**config.mk**
```make
export PLATFORM = sky130hd
export DESIGN_NAME = pendulum_state_feedback_step
export DESIGN_NICKNAME = d
export VERILOG_FILES = /design/src/sv/psf_pkg.sv /design/src/sv/pendulum_state_feedback_step.sv /design/src/sv/psf_mul.sv /design/src/sv/psf_wrap.sv
export VERILOG_INCLUDE_DIRS = /design/src /design/src/sv
export SDC_FILE = /design/constraint.sdc
export NUM_CORES = 2
export LEC_CHECK = 0
export CAP_MARGIN = 20
export CORE_MARGIN = 2
export CORE_UTILIZATION = 50
export DETAILED_ROUTE_END_ITERATION = 12
export DONT_BUFFER_PORTS = 1
export GPL_TIMING_DRIVEN = 0
export PLACE_DENSITY = 0.7
export SETUP_SLACK_MARGIN = 0.05
export SYNTH_ARGS = -nofsm -noshare
export SYNTH_HDL_FRONTEND = slang
export SYNTH_SLANG_ARGS = --single-unit
```
**constraint.sdc**
```tcl
create_clock -name clk -period 8.6 [get_ports clk]
set_input_delay 1.72 -clock clk [delete_from_list [all_inputs] [get_ports clk]]
set_output_delay 1.72 -clock clk [all_outputs]
set_load 0.02 [all_outputs]
```
**src/sv/assert_macros.svh**
```systemverilog
// assertion helpers for the pendulum feedback block
`ifndef ASSERT_MACROS_SVH
`define ASSERT_MACROS_SVH
`ifndef NO_ASSERTIONS
`define PSF_ASSERT(label, clk, rst_n, prop) \
	label: assert property (@(posedge clk) disable iff (!rst_n) prop) \
		else $error("psf assertion failed");
`define PSF_ASSERT_ALWAYS(label, clk, prop) \
	label: assert property (@(posedge clk) prop) \
		else $error("psf assertion failed");
`else
`define PSF_ASSERT(label, clk, rst_n, prop)
`define PSF_ASSERT_ALWAYS(label, clk, prop)
`endif
`endif

```
**src/sv/psf_pkg.sv**
```systemverilog
`default_nettype none
package psf_pkg;
	localparam int COUNT_W = 16;
	localparam int FRAC_W = 16;
	localparam int ANG_W = 32;
	localparam int A_W = 34;
	localparam int B_W = 24;
	localparam int P_W = 58;
	localparam int MCNT_W = $clog2(B_W);
	localparam int CFG_IDX_W = 3;
	localparam int CFG_DATA_W = 24;

	localparam logic [CFG_IDX_W-1:0] REG_FILTER_COEFF = 3'd0;
	localparam logic [CFG_IDX_W-1:0] REG_SAMPLE_RATE = 3'd1;
	localparam logic [CFG_IDX_W-1:0] REG_ARM_ANGLE_GAIN = 3'd2;
	localparam logic [CFG_IDX_W-1:0] REG_PEND_ANGLE_GAIN = 3'd3;
	localparam logic [CFG_IDX_W-1:0] REG_ARM_RATE_GAIN = 3'd4;
	localparam logic [CFG_IDX_W-1:0] REG_PEND_RATE_GAIN = 3'd5;
	localparam logic [CFG_IDX_W-1:0] REG_DRIVE_LIMIT = 3'd6;

	// radians per count in Q0.32, rounded
	localparam logic signed [A_W-1:0] ARM_SCALE = 34'sd42165743;
	localparam logic signed [A_W-1:0] PEND_SCALE = 34'sd11244198;
	localparam logic signed [P_W-1:0] HALF_LSB = 58'sd32768;
	localparam logic signed [P_W-1:0] PI_F = 58'sd205887;
	localparam logic signed [P_W-1:0] SAT_MAX = 58'sd2147483647;
	localparam logic signed [P_W-1:0] SAT_MIN = -58'sd2147483648;
	localparam logic signed [P_W-1:0] ONE_Q16 = 58'sd65536;

	// wrap reducer: bias is a multiple of two pi above 2^31
	localparam int WRAP_W = 34;
	localparam logic [WRAP_W-1:0] WRAP_BIAS = 34'd2147818400;
	localparam logic [WRAP_W-1:0] WRAP_DIV_INIT = 34'd3373260800;
	localparam logic [3:0] WRAP_LAST = 4'd13;
	localparam logic signed [19:0] PI_F20 = 20'sd205887;
	localparam logic signed [19:0] TWO_PI_F20 = 20'sd411775;

	typedef struct packed {
		logic start;
		logic signed [A_W-1:0] a;
		logic signed [B_W-1:0] b;
		logic signed [P_W-1:0] addend;
	} mul_req_t;

	function automatic logic signed [ANG_W-1:0] sat32(input logic signed [P_W-1:0] v);
		logic signed [P_W-1:0] t;
		t = v;
		if (v > SAT_MAX) t = SAT_MAX;
		if (v < SAT_MIN) t = SAT_MIN;
		return t[ANG_W-1:0];
	endfunction
endpackage
`default_nettype wire

```
**src/sv/pendulum_state_feedback_step.sv**
```systemverilog
// pendulum state feedback step
// input channel s_*: one item per control tick with the arm and pendulum
// encoder counts. output channel m_*: one result item per input item with
// duty, direction flags, clamped drive and the four filtered states.
// cfg_*: register writes (index, data), always ready; write only while idle.
// the work is done by one shared serial multiply-accumulate unit that
// takes one multiplier bit per cycle, with an issue and a write-back
// step around each product, and runs 12 products per item: angle
// scaling, four low-pass filters, two velocity products and four feedback
// terms. the pendulum angle wrap adds a 14-step serial reducer. the next
// item is taken once the sequencer is back in idle.
// a finished result waits in the output register while s_tready is high
// again; if the receiver stalls and a second item finishes, the block holds
// that item in its last step until the register drains.
// reset (arst_n low) clears the filter and history state to zero and loads
// the register defaults; no result is pending after reset.
`default_nettype none
`include "assert_macros.svh"
module pendulum_state_feedback_step (
	input wire logic clk,
	input wire logic arst_n,
	input wire logic s_tvalid,
	output logic s_tready,
	input wire logic [31:0] s_tdata, // arm_count[15:0], pend_count[31:16]
	output logic m_tvalid,
	input wire logic m_tready,
	// duty[16:0], turn_cw[17], turn_ccw[18], drive[36:19],
	// arm_angle_filt[68:37], pend_angle_filt[87:69],
	// arm_rate_filt[119:88], pend_rate_filt[151:120]
	output logic [151:0] m_tdata,
	input wire logic cfg_valid,
	output logic cfg_ready,
	input wire logic [psf_pkg::CFG_IDX_W-1:0] cfg_index,
	input wire logic [psf_pkg::CFG_DATA_W-1:0] cfg_data
);
	typedef enum logic [2:0] {
		ST_IDLE, ST_ISSUE, ST_MWAIT, ST_WRAP, ST_DONE
	} state_t;

	// sequencer steps
	localparam logic [3:0] STEP_ARM_SCALE = 4'd0;
	localparam logic [3:0] STEP_PEND_SCALE = 4'd1;
	localparam logic [3:0] STEP_ARM_LP = 4'd2;
	localparam logic [3:0] STEP_PEND_LP = 4'd3;
	localparam logic [3:0] STEP_ARM_RATE = 4'd4;
	localparam logic [3:0] STEP_ARM_RATE_LP = 4'd5;
	localparam logic [3:0] STEP_PEND_RATE = 4'd6;
	localparam logic [3:0] STEP_PEND_RATE_LP = 4'd7;
	localparam logic [3:0] STEP_K_ARM_ANGLE = 4'd8;
	localparam logic [3:0] STEP_K_PEND_ANGLE = 4'd9;
	localparam logic [3:0] STEP_K_ARM_RATE = 4'd10;
	localparam logic [3:0] STEP_K_PEND_RATE = 4'd11;

	state_t state_q;
	logic [3:0] step_q;

	// configuration
	logic [15:0] coeff_q;
	logic [13:0] rate_hz_q;
	logic signed [23:0] k_arm_angle_q, k_pend_angle_q, k_arm_rate_q, k_pend_rate_q;
	logic [16:0] limit_q;

	// captured counts
	logic signed [psf_pkg::COUNT_W-1:0] arm_c_q, pend_c_q;

	// controller state
	logic signed [31:0] arm_x_q, pend_x_q, last_arm_q, last_pend_q;
	logic signed [31:0] arm_lp_q, pend_lp_q, arm_rate_lp_q, pend_rate_lp_q;
	logic signed [31:0] rate_tmp_q;
	logic signed [psf_pkg::P_W-1:0] acc_q;
	logic signed [17:0] drive_q;

	// output register
	logic m_valid_q;
	logic [151:0] m_data_q;

	psf_pkg::mul_req_t mreq;
	logic mul_done;
	logic signed [psf_pkg::P_W-1:0] prod;
	logic signed [psf_pkg::P_W-1:0] prod_sh;
	logic wrap_start;
	logic signed [31:0] wrap_in;
	logic wrap_done;
	logic signed [18:0] wrap_res;
	logic signed [psf_pkg::P_W-1:0] pend_shift;
	logic signed [psf_pkg::P_W-1:0] lim, neg_d, clamped;
	logic [16:0] duty;

	assign cfg_ready = 1'b1;
	assign s_tready = (state_q == ST_IDLE);
	assign m_tvalid = m_valid_q;
	assign m_tdata = m_data_q;

	always_ff @(posedge clk or negedge arst_n) begin
		if (!arst_n) begin
			coeff_q <= 16'd52429;
			rate_hz_q <= 14'd100;
			k_arm_angle_q <= '0;
			k_pend_angle_q <= '0;
			k_arm_rate_q <= '0;
			k_pend_rate_q <= '0;
			limit_q <= 17'd32768;
		end else if (cfg_valid) begin
			case (cfg_index)
				psf_pkg::REG_FILTER_COEFF: coeff_q <= cfg_data[15:0];
				psf_pkg::REG_SAMPLE_RATE: rate_hz_q <= cfg_data[13:0];
				psf_pkg::REG_ARM_ANGLE_GAIN: k_arm_angle_q <= signed'(cfg_data);
				psf_pkg::REG_PEND_ANGLE_GAIN: k_pend_angle_q <= signed'(cfg_data);
				psf_pkg::REG_ARM_RATE_GAIN: k_arm_rate_q <= signed'(cfg_data);
				psf_pkg::REG_PEND_RATE_GAIN: k_pend_rate_q <= signed'(cfg_data);
				psf_pkg::REG_DRIVE_LIMIT: limit_q <= cfg_data[16:0];
				default: ;
			endcase
		end
	end

	// operand selection for the shared multiplier: addend + a * b
	always_comb begin
		mreq.start = (state_q == ST_ISSUE);
		mreq.a = '0;
		mreq.b = '0;
		mreq.addend = '0;
		case (step_q)
			STEP_ARM_SCALE: begin
				mreq.a = psf_pkg::ARM_SCALE;
				mreq.b = psf_pkg::B_W'(arm_c_q);
				mreq.addend = psf_pkg::HALF_LSB;
			end
			STEP_PEND_SCALE: begin
				mreq.a = psf_pkg::PEND_SCALE;
				mreq.b = psf_pkg::B_W'(pend_c_q);
				mreq.addend = psf_pkg::HALF_LSB;
			end
			// low-pass as x + a * (prev - x), rounded
			STEP_ARM_LP: begin
				mreq.a = psf_pkg::A_W'(arm_lp_q) - psf_pkg::A_W'(arm_x_q);
				mreq.b = signed'({8'd0, coeff_q});
				mreq.addend = (psf_pkg::P_W'(arm_x_q) <<< psf_pkg::FRAC_W) + psf_pkg::HALF_LSB;
			end
			STEP_PEND_LP: begin
				mreq.a = psf_pkg::A_W'(pend_lp_q) - psf_pkg::A_W'(pend_x_q);
				mreq.b = signed'({8'd0, coeff_q});
				mreq.addend = (psf_pkg::P_W'(pend_x_q) <<< psf_pkg::FRAC_W) + psf_pkg::HALF_LSB;
			end
			STEP_ARM_RATE: begin
				mreq.a = psf_pkg::A_W'(arm_x_q) - psf_pkg::A_W'(last_arm_q);
				mreq.b = signed'({10'd0, rate_hz_q});
			end
			STEP_PEND_RATE: begin
				mreq.a = psf_pkg::A_W'(pend_x_q) - psf_pkg::A_W'(last_pend_q);
				mreq.b = signed'({10'd0, rate_hz_q});
			end
			STEP_ARM_RATE_LP: begin
				mreq.a = psf_pkg::A_W'(arm_rate_lp_q) - psf_pkg::A_W'(rate_tmp_q);
				mreq.b = signed'({8'd0, coeff_q});
				mreq.addend = (psf_pkg::P_W'(rate_tmp_q) <<< psf_pkg::FRAC_W)
					+ psf_pkg::HALF_LSB;
			end
			STEP_PEND_RATE_LP: begin
				mreq.a = psf_pkg::A_W'(pend_rate_lp_q) - psf_pkg::A_W'(rate_tmp_q);
				mreq.b = signed'({8'd0, coeff_q});
				mreq.addend = (psf_pkg::P_W'(rate_tmp_q) <<< psf_pkg::FRAC_W)
					+ psf_pkg::HALF_LSB;
			end
			// feedback terms accumulate through the addend
			STEP_K_ARM_ANGLE: begin
				mreq.a = psf_pkg::A_W'(arm_lp_q);
				mreq.b = k_arm_angle_q;
				mreq.addend = psf_pkg::HALF_LSB;
			end
			STEP_K_PEND_ANGLE: begin
				mreq.a = psf_pkg::A_W'(pend_lp_q);
				mreq.b = k_pend_angle_q;
				mreq.addend = acc_q;
			end
			STEP_K_ARM_RATE: begin
				mreq.a = psf_pkg::A_W'(arm_rate_lp_q);
				mreq.b = k_arm_rate_q;
				mreq.addend = acc_q;
			end
			STEP_K_PEND_RATE: begin
				mreq.a = psf_pkg::A_W'(pend_rate_lp_q);
				mreq.b = k_pend_rate_q;
				mreq.addend = acc_q;
			end
			default: ;
		endcase
	end

	psf_mul u_mul (
		.clk(clk),
		.arst_n(arst_n),
		.req(mreq),
		.done(mul_done),
		.product(prod)
	);

	assign prod_sh = prod >>> psf_pkg::FRAC_W;
	// upright pendulum reads zero
	assign pend_shift = (prod_sh > 0) ? prod_sh - psf_pkg::PI_F : prod_sh + psf_pkg::PI_F;

	assign wrap_start = (state_q == ST_MWAIT) && mul_done && (step_q == STEP_PEND_LP);
	assign wrap_in = psf_pkg::sat32(prod_sh);

	psf_wrap u_wrap (
		.clk(clk),
		.arst_n(arst_n),
		.start(wrap_start),
		.value(wrap_in),
		.done(wrap_done),
		.result(wrap_res)
	);

	// drive = -(K . state), clamped to the limit (at most one)
	assign lim = (limit_q > 17'd65536) ? psf_pkg::ONE_Q16 : psf_pkg::P_W'(limit_q);
	assign neg_d = -prod_sh;
	always_comb begin
		clamped = neg_d;
		if (neg_d > lim) clamped = lim;
		if (neg_d < -lim) clamped = -lim;
	end
	assign duty = drive_q[17] ? 17'(-drive_q) : drive_q[16:0];

	always_ff @(posedge clk or negedge arst_n) begin
		if (!arst_n) begin
			state_q <= ST_IDLE;
			step_q <= STEP_ARM_SCALE;
			m_valid_q <= 1'b0;
			last_arm_q <= '0;
			last_pend_q <= '0;
			arm_lp_q <= '0;
			pend_lp_q <= '0;
			arm_rate_lp_q <= '0;
			pend_rate_lp_q <= '0;
		end else begin
			// result register loads in the last step, drains on the handshake
			if (state_q == ST_DONE && (!m_valid_q || m_tready)) m_valid_q <= 1'b1;
			else if (m_valid_q && m_tready) m_valid_q <= 1'b0;
			case (state_q)
				ST_IDLE: begin
					if (s_tvalid) begin
						step_q <= STEP_ARM_SCALE;
						state_q <= ST_ISSUE;
					end
				end
				ST_ISSUE: state_q <= ST_MWAIT;
				ST_MWAIT: begin
					if (mul_done) begin
						step_q <= step_q + 1'b1;
						case (step_q)
							STEP_PEND_LP: state_q <= ST_WRAP;
							STEP_K_PEND_RATE: state_q <= ST_DONE;
							default: state_q <= ST_ISSUE;
						endcase
						case (step_q)
							STEP_ARM_LP: arm_lp_q <= psf_pkg::sat32(prod_sh);
							STEP_ARM_RATE: last_arm_q <= arm_x_q;
							STEP_ARM_RATE_LP: arm_rate_lp_q <= psf_pkg::sat32(prod_sh);
							STEP_PEND_RATE: last_pend_q <= pend_x_q;
							STEP_PEND_RATE_LP: pend_rate_lp_q <= psf_pkg::sat32(prod_sh);
							default: ;
						endcase
					end
				end
				ST_WRAP: begin
					if (wrap_done) begin
						pend_lp_q <= 32'(wrap_res);
						state_q <= ST_ISSUE;
					end
				end
				ST_DONE: begin
					if (!m_valid_q || m_tready) begin
						state_q <= ST_IDLE;
					end
				end
				default: state_q <= ST_IDLE;
			endcase
		end
	end

	// datapath payload
	always_ff @(posedge clk) begin
		if (state_q == ST_IDLE && s_tvalid) begin
			arm_c_q <= signed'(s_tdata[15:0]);
			pend_c_q <= signed'(s_tdata[31:16]);
		end
		if (state_q == ST_MWAIT && mul_done) begin
			case (step_q)
				STEP_ARM_SCALE: arm_x_q <= psf_pkg::sat32(prod_sh);
				STEP_PEND_SCALE: pend_x_q <= psf_pkg::sat32(pend_shift);
				STEP_ARM_RATE: rate_tmp_q <= psf_pkg::sat32(prod);
				STEP_PEND_RATE: rate_tmp_q <= psf_pkg::sat32(prod);
				STEP_K_PEND_RATE: drive_q <= clamped[17:0];
				default: acc_q <= prod;
			endcase
		end
		if (state_q == ST_DONE && (!m_valid_q || m_tready)) begin
			m_data_q <= {pend_rate_lp_q, arm_rate_lp_q, pend_lp_q[18:0], arm_lp_q,
				drive_q, (drive_q > 0), drive_q[17], duty};
		end
	end

	`PSF_ASSERT(a_mul_done_in_wait, clk, arst_n, mul_done |-> (state_q == ST_MWAIT))
	`PSF_ASSERT(a_wrap_range, clk, arst_n, wrap_done |-> (wrap_res <= 19'sd205887 && wrap_res >= -19'sd205887))
	`PSF_ASSERT(a_ready_not_busy, clk, arst_n, s_tready |-> (!mreq.start && !wrap_start))
	`PSF_ASSERT(a_duty_bound, clk, arst_n, m_tvalid |-> (m_tdata[16:0] <= 17'd65536))
endmodule
`default_nettype wire

```
**src/sv/psf_mul.sv**
```systemverilog
`default_nettype none
// serial shift-add multiply-accumulate, one multiplier bit per cycle
module psf_mul (
	input wire logic clk,
	input wire logic arst_n,
	input wire psf_pkg::mul_req_t req,
	output logic done,
	output logic signed [psf_pkg::P_W-1:0] product
);
	logic busy_q;
	logic done_q;
	logic [psf_pkg::MCNT_W-1:0] cnt_q;
	logic signed [psf_pkg::P_W-1:0] a_q;
	logic signed [psf_pkg::B_W-1:0] b_q;
	logic signed [psf_pkg::P_W-1:0] acc_q;
	logic last;
	logic signed [psf_pkg::P_W-1:0] term;

	assign last = (cnt_q == psf_pkg::MCNT_W'(psf_pkg::B_W - 1));
	// sign bit of the multiplier carries negative weight
	assign term = b_q[0] ? (last ? -a_q : a_q) : '0;

	always_ff @(posedge clk or negedge arst_n) begin
		if (!arst_n) begin
			busy_q <= 1'b0;
			done_q <= 1'b0;
			cnt_q <= '0;
		end else begin
			done_q <= busy_q && !req.start && last;
			if (req.start) begin
				busy_q <= 1'b1;
				cnt_q <= '0;
			end else if (busy_q) begin
				cnt_q <= cnt_q + 1'b1;
				if (last) begin
					busy_q <= 1'b0;
				end
			end
		end
	end

	always_ff @(posedge clk) begin
		if (req.start) begin
			a_q <= psf_pkg::P_W'(req.a);
			b_q <= req.b;
			acc_q <= req.addend;
		end else if (busy_q) begin
			acc_q <= acc_q + term;
			a_q <= a_q <<< 1;
			b_q <= b_q >>> 1;
		end
	end

	assign done = done_q;
	assign product = acc_q;
endmodule
`default_nettype wire

```
**src/sv/psf_wrap.sv**
```systemverilog
`default_nettype none
// reduces an angle into [-pi, pi], one restoring subtract per cycle
module psf_wrap (
	input wire logic clk,
	input wire logic arst_n,
	input wire logic start,
	input wire logic signed [psf_pkg::ANG_W-1:0] value,
	output logic done,
	output logic signed [18:0] result
);
	logic busy_q;
	logic done_q;
	logic [3:0] cnt_q;
	logic [psf_pkg::WRAP_W-1:0] r_q;
	logic [psf_pkg::WRAP_W-1:0] d_q;
	logic signed [19:0] rs;
	logic signed [19:0] res;

	always_ff @(posedge clk or negedge arst_n) begin
		if (!arst_n) begin
			busy_q <= 1'b0;
			done_q <= 1'b0;
			cnt_q <= '0;
		end else begin
			done_q <= busy_q && !start && (cnt_q == psf_pkg::WRAP_LAST);
			if (start) begin
				busy_q <= 1'b1;
				cnt_q <= '0;
			end else if (busy_q) begin
				cnt_q <= cnt_q + 1'b1;
				if (cnt_q == psf_pkg::WRAP_LAST) begin
					busy_q <= 1'b0;
				end
			end
		end
	end

	always_ff @(posedge clk) begin
		if (start) begin
			r_q <= psf_pkg::WRAP_W'(value) + psf_pkg::WRAP_BIAS;
			d_q <= psf_pkg::WRAP_DIV_INIT;
		end else if (busy_q) begin
			if (r_q >= d_q) r_q <= r_q - d_q;
			d_q <= d_q >> 1;
		end
	end

	assign rs = signed'({1'b0, r_q[18:0]});
	assign res = (rs > psf_pkg::PI_F20) ? rs - psf_pkg::TWO_PI_F20 : rs;
	assign result = res[18:0];
	assign done = done_q;
endmodule
`default_nettype wire
```
Yosys cells after proc, flatten, opt, wreduce, memory -nomap -nowiden
Index checks and enable logic that the tools add are counted.
W data, S select, Z words.
{"block": "totals", "output_inout_bits": 155, "regBits": 905, "in_bits": 64, "wordCells": 190}
{"block": "classes", "n_eq_ne": 27, "bitwise_logic": 1, "n_mux": 44, "addsub": 22, "n_lt_le_gt_ge": 13, "reduce_logical": 47}
{"op": "$pmux W58 S12", "count": 1}
{"op": "$mux W58", "count": 7}
{"op": "$pmux W58 S5", "count": 1}
{"op": "$sub A32 B32 Y33", "count": 5}
{"op": "$add A48 B17 Y49 const B", "count": 3}
{"op": "$mux W32", "count": 4}
{"op": "$gt A58 B32 Y1 const B", "count": 2}
{"op": "$lt A58 B32 Y1 const B", "count": 2}
{"op": "$mux W34", "count": 3}
{"op": "$add A58 B58 Y58", "count": 1}
{"op": "$gt A58 B18 Y1", "count": 1}
{"op": "$lt A58 B58 Y1", "count": 1}
{"op": "$neg A17 Y58", "count": 1}
{"op": "$neg A42 Y58", "count": 1}
{"op": "$neg A58 Y58", "count": 1}
{"op": "$add A42 B19 Y43 const B", "count": 1}
{"op": "$sub A42 B19 Y43 const B", "count": 1}
{"op": "$gt A42 B1 Y1 const B", "count": 1}
{"op": "$gt A42 B32 Y1 const B", "count": 1}
{"op": "$lt A42 B32 Y1 const B", "count": 1}
{"op": "$mux W18", "count": 2}
{"op": "$add A32 B33 Y34 const B", "count": 1}
{"op": "$ge A34 B32 Y1", "count": 1}
{"op": "$mux W17", "count": 2}
{"op": "other kinds (42)", "count": 109}

Depth between registers and ports, before layout
{"block": "depth", "ltp_word": 6, "mapped_depth": 25, "mapped_depth_nobuf": 23}

By module
A second synthesis with hierarchy kept.
{"block": "hier_totals", "hier_cells": 6047, "hier_area_um2": 58713.8}
{"module": "pendulum_state_feedback_step", "cells_each": 4174, "area_per_inst_um2": 41946.5, "seq_area_each_um2": 18904.4, "instances": 1}
{"module": "psf_mul", "cells_each": 1173, "area_per_inst_um2": 11046.8, "seq_area_each_um2": 4379.2, "instances": 1}
{"module": "psf_wrap", "cells_each": 700, "area_per_inst_um2": 5720.5, "seq_area_each_um2": 1811.7, "instances": 1}

Least setup slack after synthesis
Ideal clock, no wire load.
{"block": "synth_path", "path_type": "reg-to-reg", "start": "register step_q[0]", "end": "register acc_q[0] (netlist name), enable pin", "setup_slack_ns": 0.810, "t_arrival_ns": 7.172, "synth_period_minus_slack_ns": 7.790, "n_path_buf": 4, "path_stages_with_launch": 8, "setup_ns": 0.617, "t_required_ns": 7.983, "path_cell_list": "dfrtp_1 ha_1 clkbuf_1 and2_1 clkbuf_1 buf_1 buf_1 nor4_1"}
{"block": "synth_between", "elab_chain_len": 4, "word_cells_on_any_way": 8, "cone_classes": "4 x eq/ne; 1 x bitwise; 3 x reduce/logical"}
{"item": "from (decl)", "line_no": "pendulum_state_feedback_step.sv:55", "rtl": "logic [3:0] step_q;"}
{"item": "from (signal assigned)", "line_no": "pendulum_state_feedback_step.sv:249", "rtl": "step_q <= step_q + 1'b1;"}
{"item": "$eq A4 B3 Y1 (tied with other cells)", "line_no": "pendulum_state_feedback_step.sv:288", "rtl": "case (step_q)"}
{"item": "$reduce_or A5 Y1 (no source line) *"}
{"item": "$not A1 Y1 (no source line) *"}
{"item": "$reduce_and A2 Y1 (no source line) *"}
{"item": "to (signal assigned)", "line_no": "pendulum_state_feedback_step.sv:294", "rtl": "default: acc_q <= prod;"}
{"item": "to (decl)", "line_no": "pendulum_state_feedback_step.sv:70", "rtl": "logic signed [psf_pkg::P_W-1:0] acc_q;"}
Mark *: on every way between the ends. The rest lies on a longest branch, timed or not.
A chain may end at the register's enable or synchronous reset.

Final worst setup path
{"block": "layout_path", "start": "register u_mul.acc_q, in the netlist u_mul.product[16]", "end": "register pend_x_q[30] (data pin)"}
{"block": "layout_between", "elab_chain_len": 4, "word_cells_on_any_way": 7, "cone_classes": "2 x add/sub; 3 x order compare; 2 x mux"}
{"item": "from (decl)", "line_no": "psf_mul.sv:15", "rtl": "logic signed [psf_pkg::P_W-1:0] acc_q;"}
{"item": "from (signal assigned)", "line_no": "psf_mul.sv:46", "rtl": "acc_q <= req.addend;"}
{"item": "from (signal assigned)", "line_no": "psf_mul.sv:48", "rtl": "acc_q <= acc_q + term;"}
{"item": "$add A42 B19 Y43 (tied with other cells)", "line_no": "pendulum_state_feedback_step.sv:200", "rtl": "assign pend_shift = (prod_sh > 0) ? prod_sh - psf_pkg::PI_F : prod_sh + psf_pkg::PI_F;"}
{"item": "$mux W58 *", "line_no": "pendulum_state_feedback_step.sv:200"}
{"item": "$gt A58 B32 Y1", "line_no": "psf_pkg.sv:48", "rtl": "if (v > SAT_MAX) t = SAT_MAX;"}
{"item": "$mux W32", "line_no": "psf_pkg.sv:48"}
{"item": "to (signal assigned)", "line_no": "pendulum_state_feedback_step.sv:290", "rtl": "STEP_PEND_SCALE: pend_x_q <= psf_pkg::sat32(pend_shift);"}
{"item": "to (decl)", "line_no": "pendulum_state_feedback_step.sv:67", "rtl": "logic signed [31:0] arm_x_q, pend_x_q, last_arm_q, last_pend_q;"}
Marked as above.

==> results.ini <==
[grt]
grt_start_max_net_pins = 344
global_route.overflow_total = 0
grt_usage = 0.3683
global_route_wire_length_before_repair_um = 313800
first_global_vias = 45610
antenna_found_initial = 18

[clock_network]
worstSkewPairLatency_ns = 0.77
clk_pin_slew_ns = 0.07
cts_setup_buffers = 0
clock_tree.htree_level_count = 3
cts.hold.buffers_added = 0
cts_inserted_buffers = 98
cts.sinks = 903
ctsResizeCount = 0
clock_tree_from_tritoncts = done
cts_root_cell = clkbuf_16
clock_path_buffers = 3

[synthesis]
cells_after_synth = 5907
synth.avg_cell_area_um2 = 9.676
ys_seq_area_frac = 0.4391
asyncSetResetFlopFracSynth = 0.3798
synth_fp_nets = 6355
synth_edf_count = 528
yosysWarnings = 0
ys_types = 94
ys_seq_elements = 903
post_synth_instance_area_mm2 = 0.05716
synth_ff_type = edfxtp_1

[setup_path]
timing.reg2reg.worst_path_depth = 22
critPathArrivalTime_ns = 8.70
cp_data_required_time_ns = 9.09
startpoint_type = flop
timing_worst_setup_path_type = reg2reg
crit_path_max_fanout = 11
worstReg2RegEnd = pend_x_q[30]
regToRegStartpoint = u_mul.product[16]
setup.worst_path.end_class = flop
regToRegSetupSlack_ns = 0.39

[die]
die_x_um = 342.1
design.core.area_mm2 = 0.1139
initial_core_utilization = 0.5019
floorplan.rows = 124
boundaryPins = 219
floorplan.die_area_mm2 = 0.1170
die_height_um = 342.1

[layout]
nets = 6506
final_layout_size_suffix_gt1_frac = 0.07684
register_area_mm2 = 0.02510
area_of_the_multi_input_gates_mm2 = 0.02974
fin_util = 0.5527
layout_cell_area_excl_fill_mm2 = 0.06294
mostFrequentLayoutCells = nand2_1 (594), edfxtp_1 (528), o21ai_0 (468)
fillerInstances = 10090
finish.cell_count_without_fillers = 7662
most_common_cell_after_layout_fill_and_taps_aside = nand2_1
layout-area-overhead-vs-synth_pct = 10.11

[min_path]
hold_class = reg2reg
worst_hold_launch = drive_q[17]
hold-path-cell-count = 0
min_delay_worst_endpoint = m_tdata[36]

[route]
wire_length_reported_by_the_detailed_router_um = 220300
routed-via-count = 49310
dr.max_layer_used = met5
met3RoutedLength_um = 24820
firstDrtPassIters = 12
dr_wl_met2_um = 93210
drt-vias-per-instance = 6.436
detail_route.wl_per_cell_um = 28.75
wire_length_the_detailed_router_placed_on_met1_um = 89220
drt_iter0_markers = 6120
drt_drc_violations_left = 0
drt.antenna.violating_nets = 0

[power]
internal-power_mw = 9.828
portion_of_total_power_attributed_to_the_clock_network = 0.264
switching_share = 0.3993
power_frac_seq = 0.362
switching_power_mw = 6.533
power.leakage_nw = 25.91
cellPowerDensity_mw_per_mm2 = 260.0
comb_power_frac = 0.373
worst_ir_drop_vdd_v = 0.0002462

[sta]
hold_viol = 0
report.final.slew_viol_count = 0
rsz0062_at_grt = false
timing.fmax_ghz = 0.1218
finalSetupViolCount = 0
timing.max_slew.rel_slack = 0.1273
min_period_ns = 8.209
worstMarginPinSlew_ns = 1.295
layout_worst_path_cycle_share = 0.9545
totalNegativeSetupSlack_ns = 0
finClkSkew_ns = 0.06427

[placed_design]
placed_area_mm2 = 0.05963
portBuffers = 0
place_congestion = 1.074
numPlacedInstances = 7465
dp_hpwl_um = 173500

[status]
status = completed

[run]
drv_cap = 0

==> cell usage after synthesis (14+ instances only) <==
library cell | n | area [um2]
mux2_2 | 176 | 1982
a222oi_1 | 30 | 300.3
nand3_1 | 110 | 550.5
a221oi_1 | 60 | 525.5
o21bai_1 | 45 | 337.8
o22ai_1 | 76 | 475.5
buf_2 | 15 | 75.07
inv_1 | 322 | 1209
nand4_1 | 73 | 456.7
o21ai_0 | 489 | 2447
buf_1 | 25 | 93.84
o211ai_1 | 32 | 240.2
a22o_1 | 14 | 122.6
xnor2_1 | 245 | 2146
and2_1 | 79 | 494.2
and3_1 | 36 | 225.2
nand2b_1 | 52 | 325.3
a211oi_1 | 38 | 285.3
nor4_1 | 37 | 231.5
nand2_1 | 595 | 2233
a2111oi_0 | 16 | 140.1
edfxtp_1 | 528 | 15860
or4_1 | 18 | 135.1
o31ai_1 | 27 | 202.7
a211o_1 | 18 | 157.7
a22oi_1 | 80 | 600.6
mux2i_1 | 32 | 320.3
dfrtp_1 | 330 | 8258
nor2_1 | 368 | 1381
a21o_1 | 185 | 1389
ha_1 | 376 | 4705
o31a_1 | 17 | 148.9
o21ai_1 | 14 | 70.07
dfxtp_1 | 32 | 640.6
nor2b_1 | 42 | 262.8
o21a_1 | 76 | 570.6
a31oi_1 | 48 | 300.3
nor3_1 | 79 | 395.4
clkbuf_1 | 255 | 957.2
xor2_1 | 151 | 1323
a21oi_1 | 399 | 1997
o221ai_1 | 16 | 140.1
or3_1 | 40 | 250.2
==> worst max-delay path, stage by stage (launching register included) <==
cell	delay, ns
edfxtp_1	0.71
inv_1	0.38
ha_1	0.26
nor4b_2	0.46
nand3_1	0.22
nand2b_1	0.19
buf_2	0.19
nor3_4	0.53
nor2_1	0.37
inv_2	0.36
ha_1	0.37
a21oi_1	0.18
o22ai_1	0.09
a211oi_1	0.59
o211ai_2	0.34
a41oi_1	0.45
xor2_1	0.13
or4_1	0.53
or4_1	0.45
o21ai_1	0.15
o21a_1	0.33
buf_2	0.27
o21a_1	0.38
==> power by group through the flow <==
stage,combinational (mW),sequential [mW],clock [mW]
CTS,5.91,5.89,4.35
floorplan,3.88,5.68,0
finish,6.11,5.93,4.33
detailed placement,5.87,5.97,0
global route,6.55,5.94,4.50
global placement,5.70,5.97,0
==> stage by stage <==
stage / power [mW] / worst slack (ns) / hold slack [ns]
floorplan: 9.558 / 0.8105 / 0.4244
global placement: 11.67 / -4.821 / 0.4325
detailed placement: 11.84 / 0.4026 / 0.4423
CTS: 16.15 / 0.3354 / 0.4558
global route: 16.99 / 0.06807 / 0.4635
finish: 16.36 / 0.3912 / 0.4566
==> state kept, by name, indices dropped and copies added (netlist names), 34 cells and up <==
signal         count
u_mul.product     58
acc_q             58
u_mul.a_q         58
u_wrap.r_q        34
m_tdata          150
==> layer usage <==
metal  vias to the layer above  GRT usage
met5                         -          0
met4                        14     0.1925
met3                       499    0.09060
met2                      2757     0.5423
met1                     23990     0.5020
li1                      22060          -
==> how the worst max path moves through the flow <==
stage	start	endpoint	slack, ns	cells after the start
3_3_place_gp	step_q[0]	acc_q[30]	-4.82	7
3_5_place_dp	u_mul.product[16]	pend_x_q[30]	0.40	22
5_1_grt	u_mul.product[16]	pend_x_q[30]	0.07	23
6_report	u_mul.product[16]	pend_x_q[30]	0.39	22
2_1_floorplan	step_q[0]	acc_q[0]	0.81	7
4_1_cts	u_mul.product[16]	pend_x_q[30]	0.34	22
==> cell type report <==
cell class	instances	share of cell area
Inverter	324	0.01932
Sequential cell	903	0.3987
Timing Repair Buffer	51	0.008410
Buffer	302	0.01891
Antenna cell	7	0.0002783
Clock inverter	42	0.007793
Multi-Input combinational cell	4378	0.4725
Clock buffer	143	0.04394
Tap cell	1512	0.03006
==> cells by family (layout without fill, tap and decap cells) <==
| logic type | count (synthesis) | after routing | share of synthesized area |
|---|---|---|---|
| AOI/OAI and AO/OA | 1790 | 1790 | 0.2008 |
| DFF | 903 | 903 | 0.4391 |
| and+or+nand+nor | 1599 | 1599 | 0.1319 |
| buffers and inverters | 626 | 862 | 0.04210 |
| adders and majority gates | 384 | 384 | 0.08511 |
| other | 1 | 8 | 0.00006561 |
| muxes | 208 | 208 | 0.04028 |
| xor gates and xnor gates | 396 | 396 | 0.06068 |
Power figures use the tool's default switching activity.
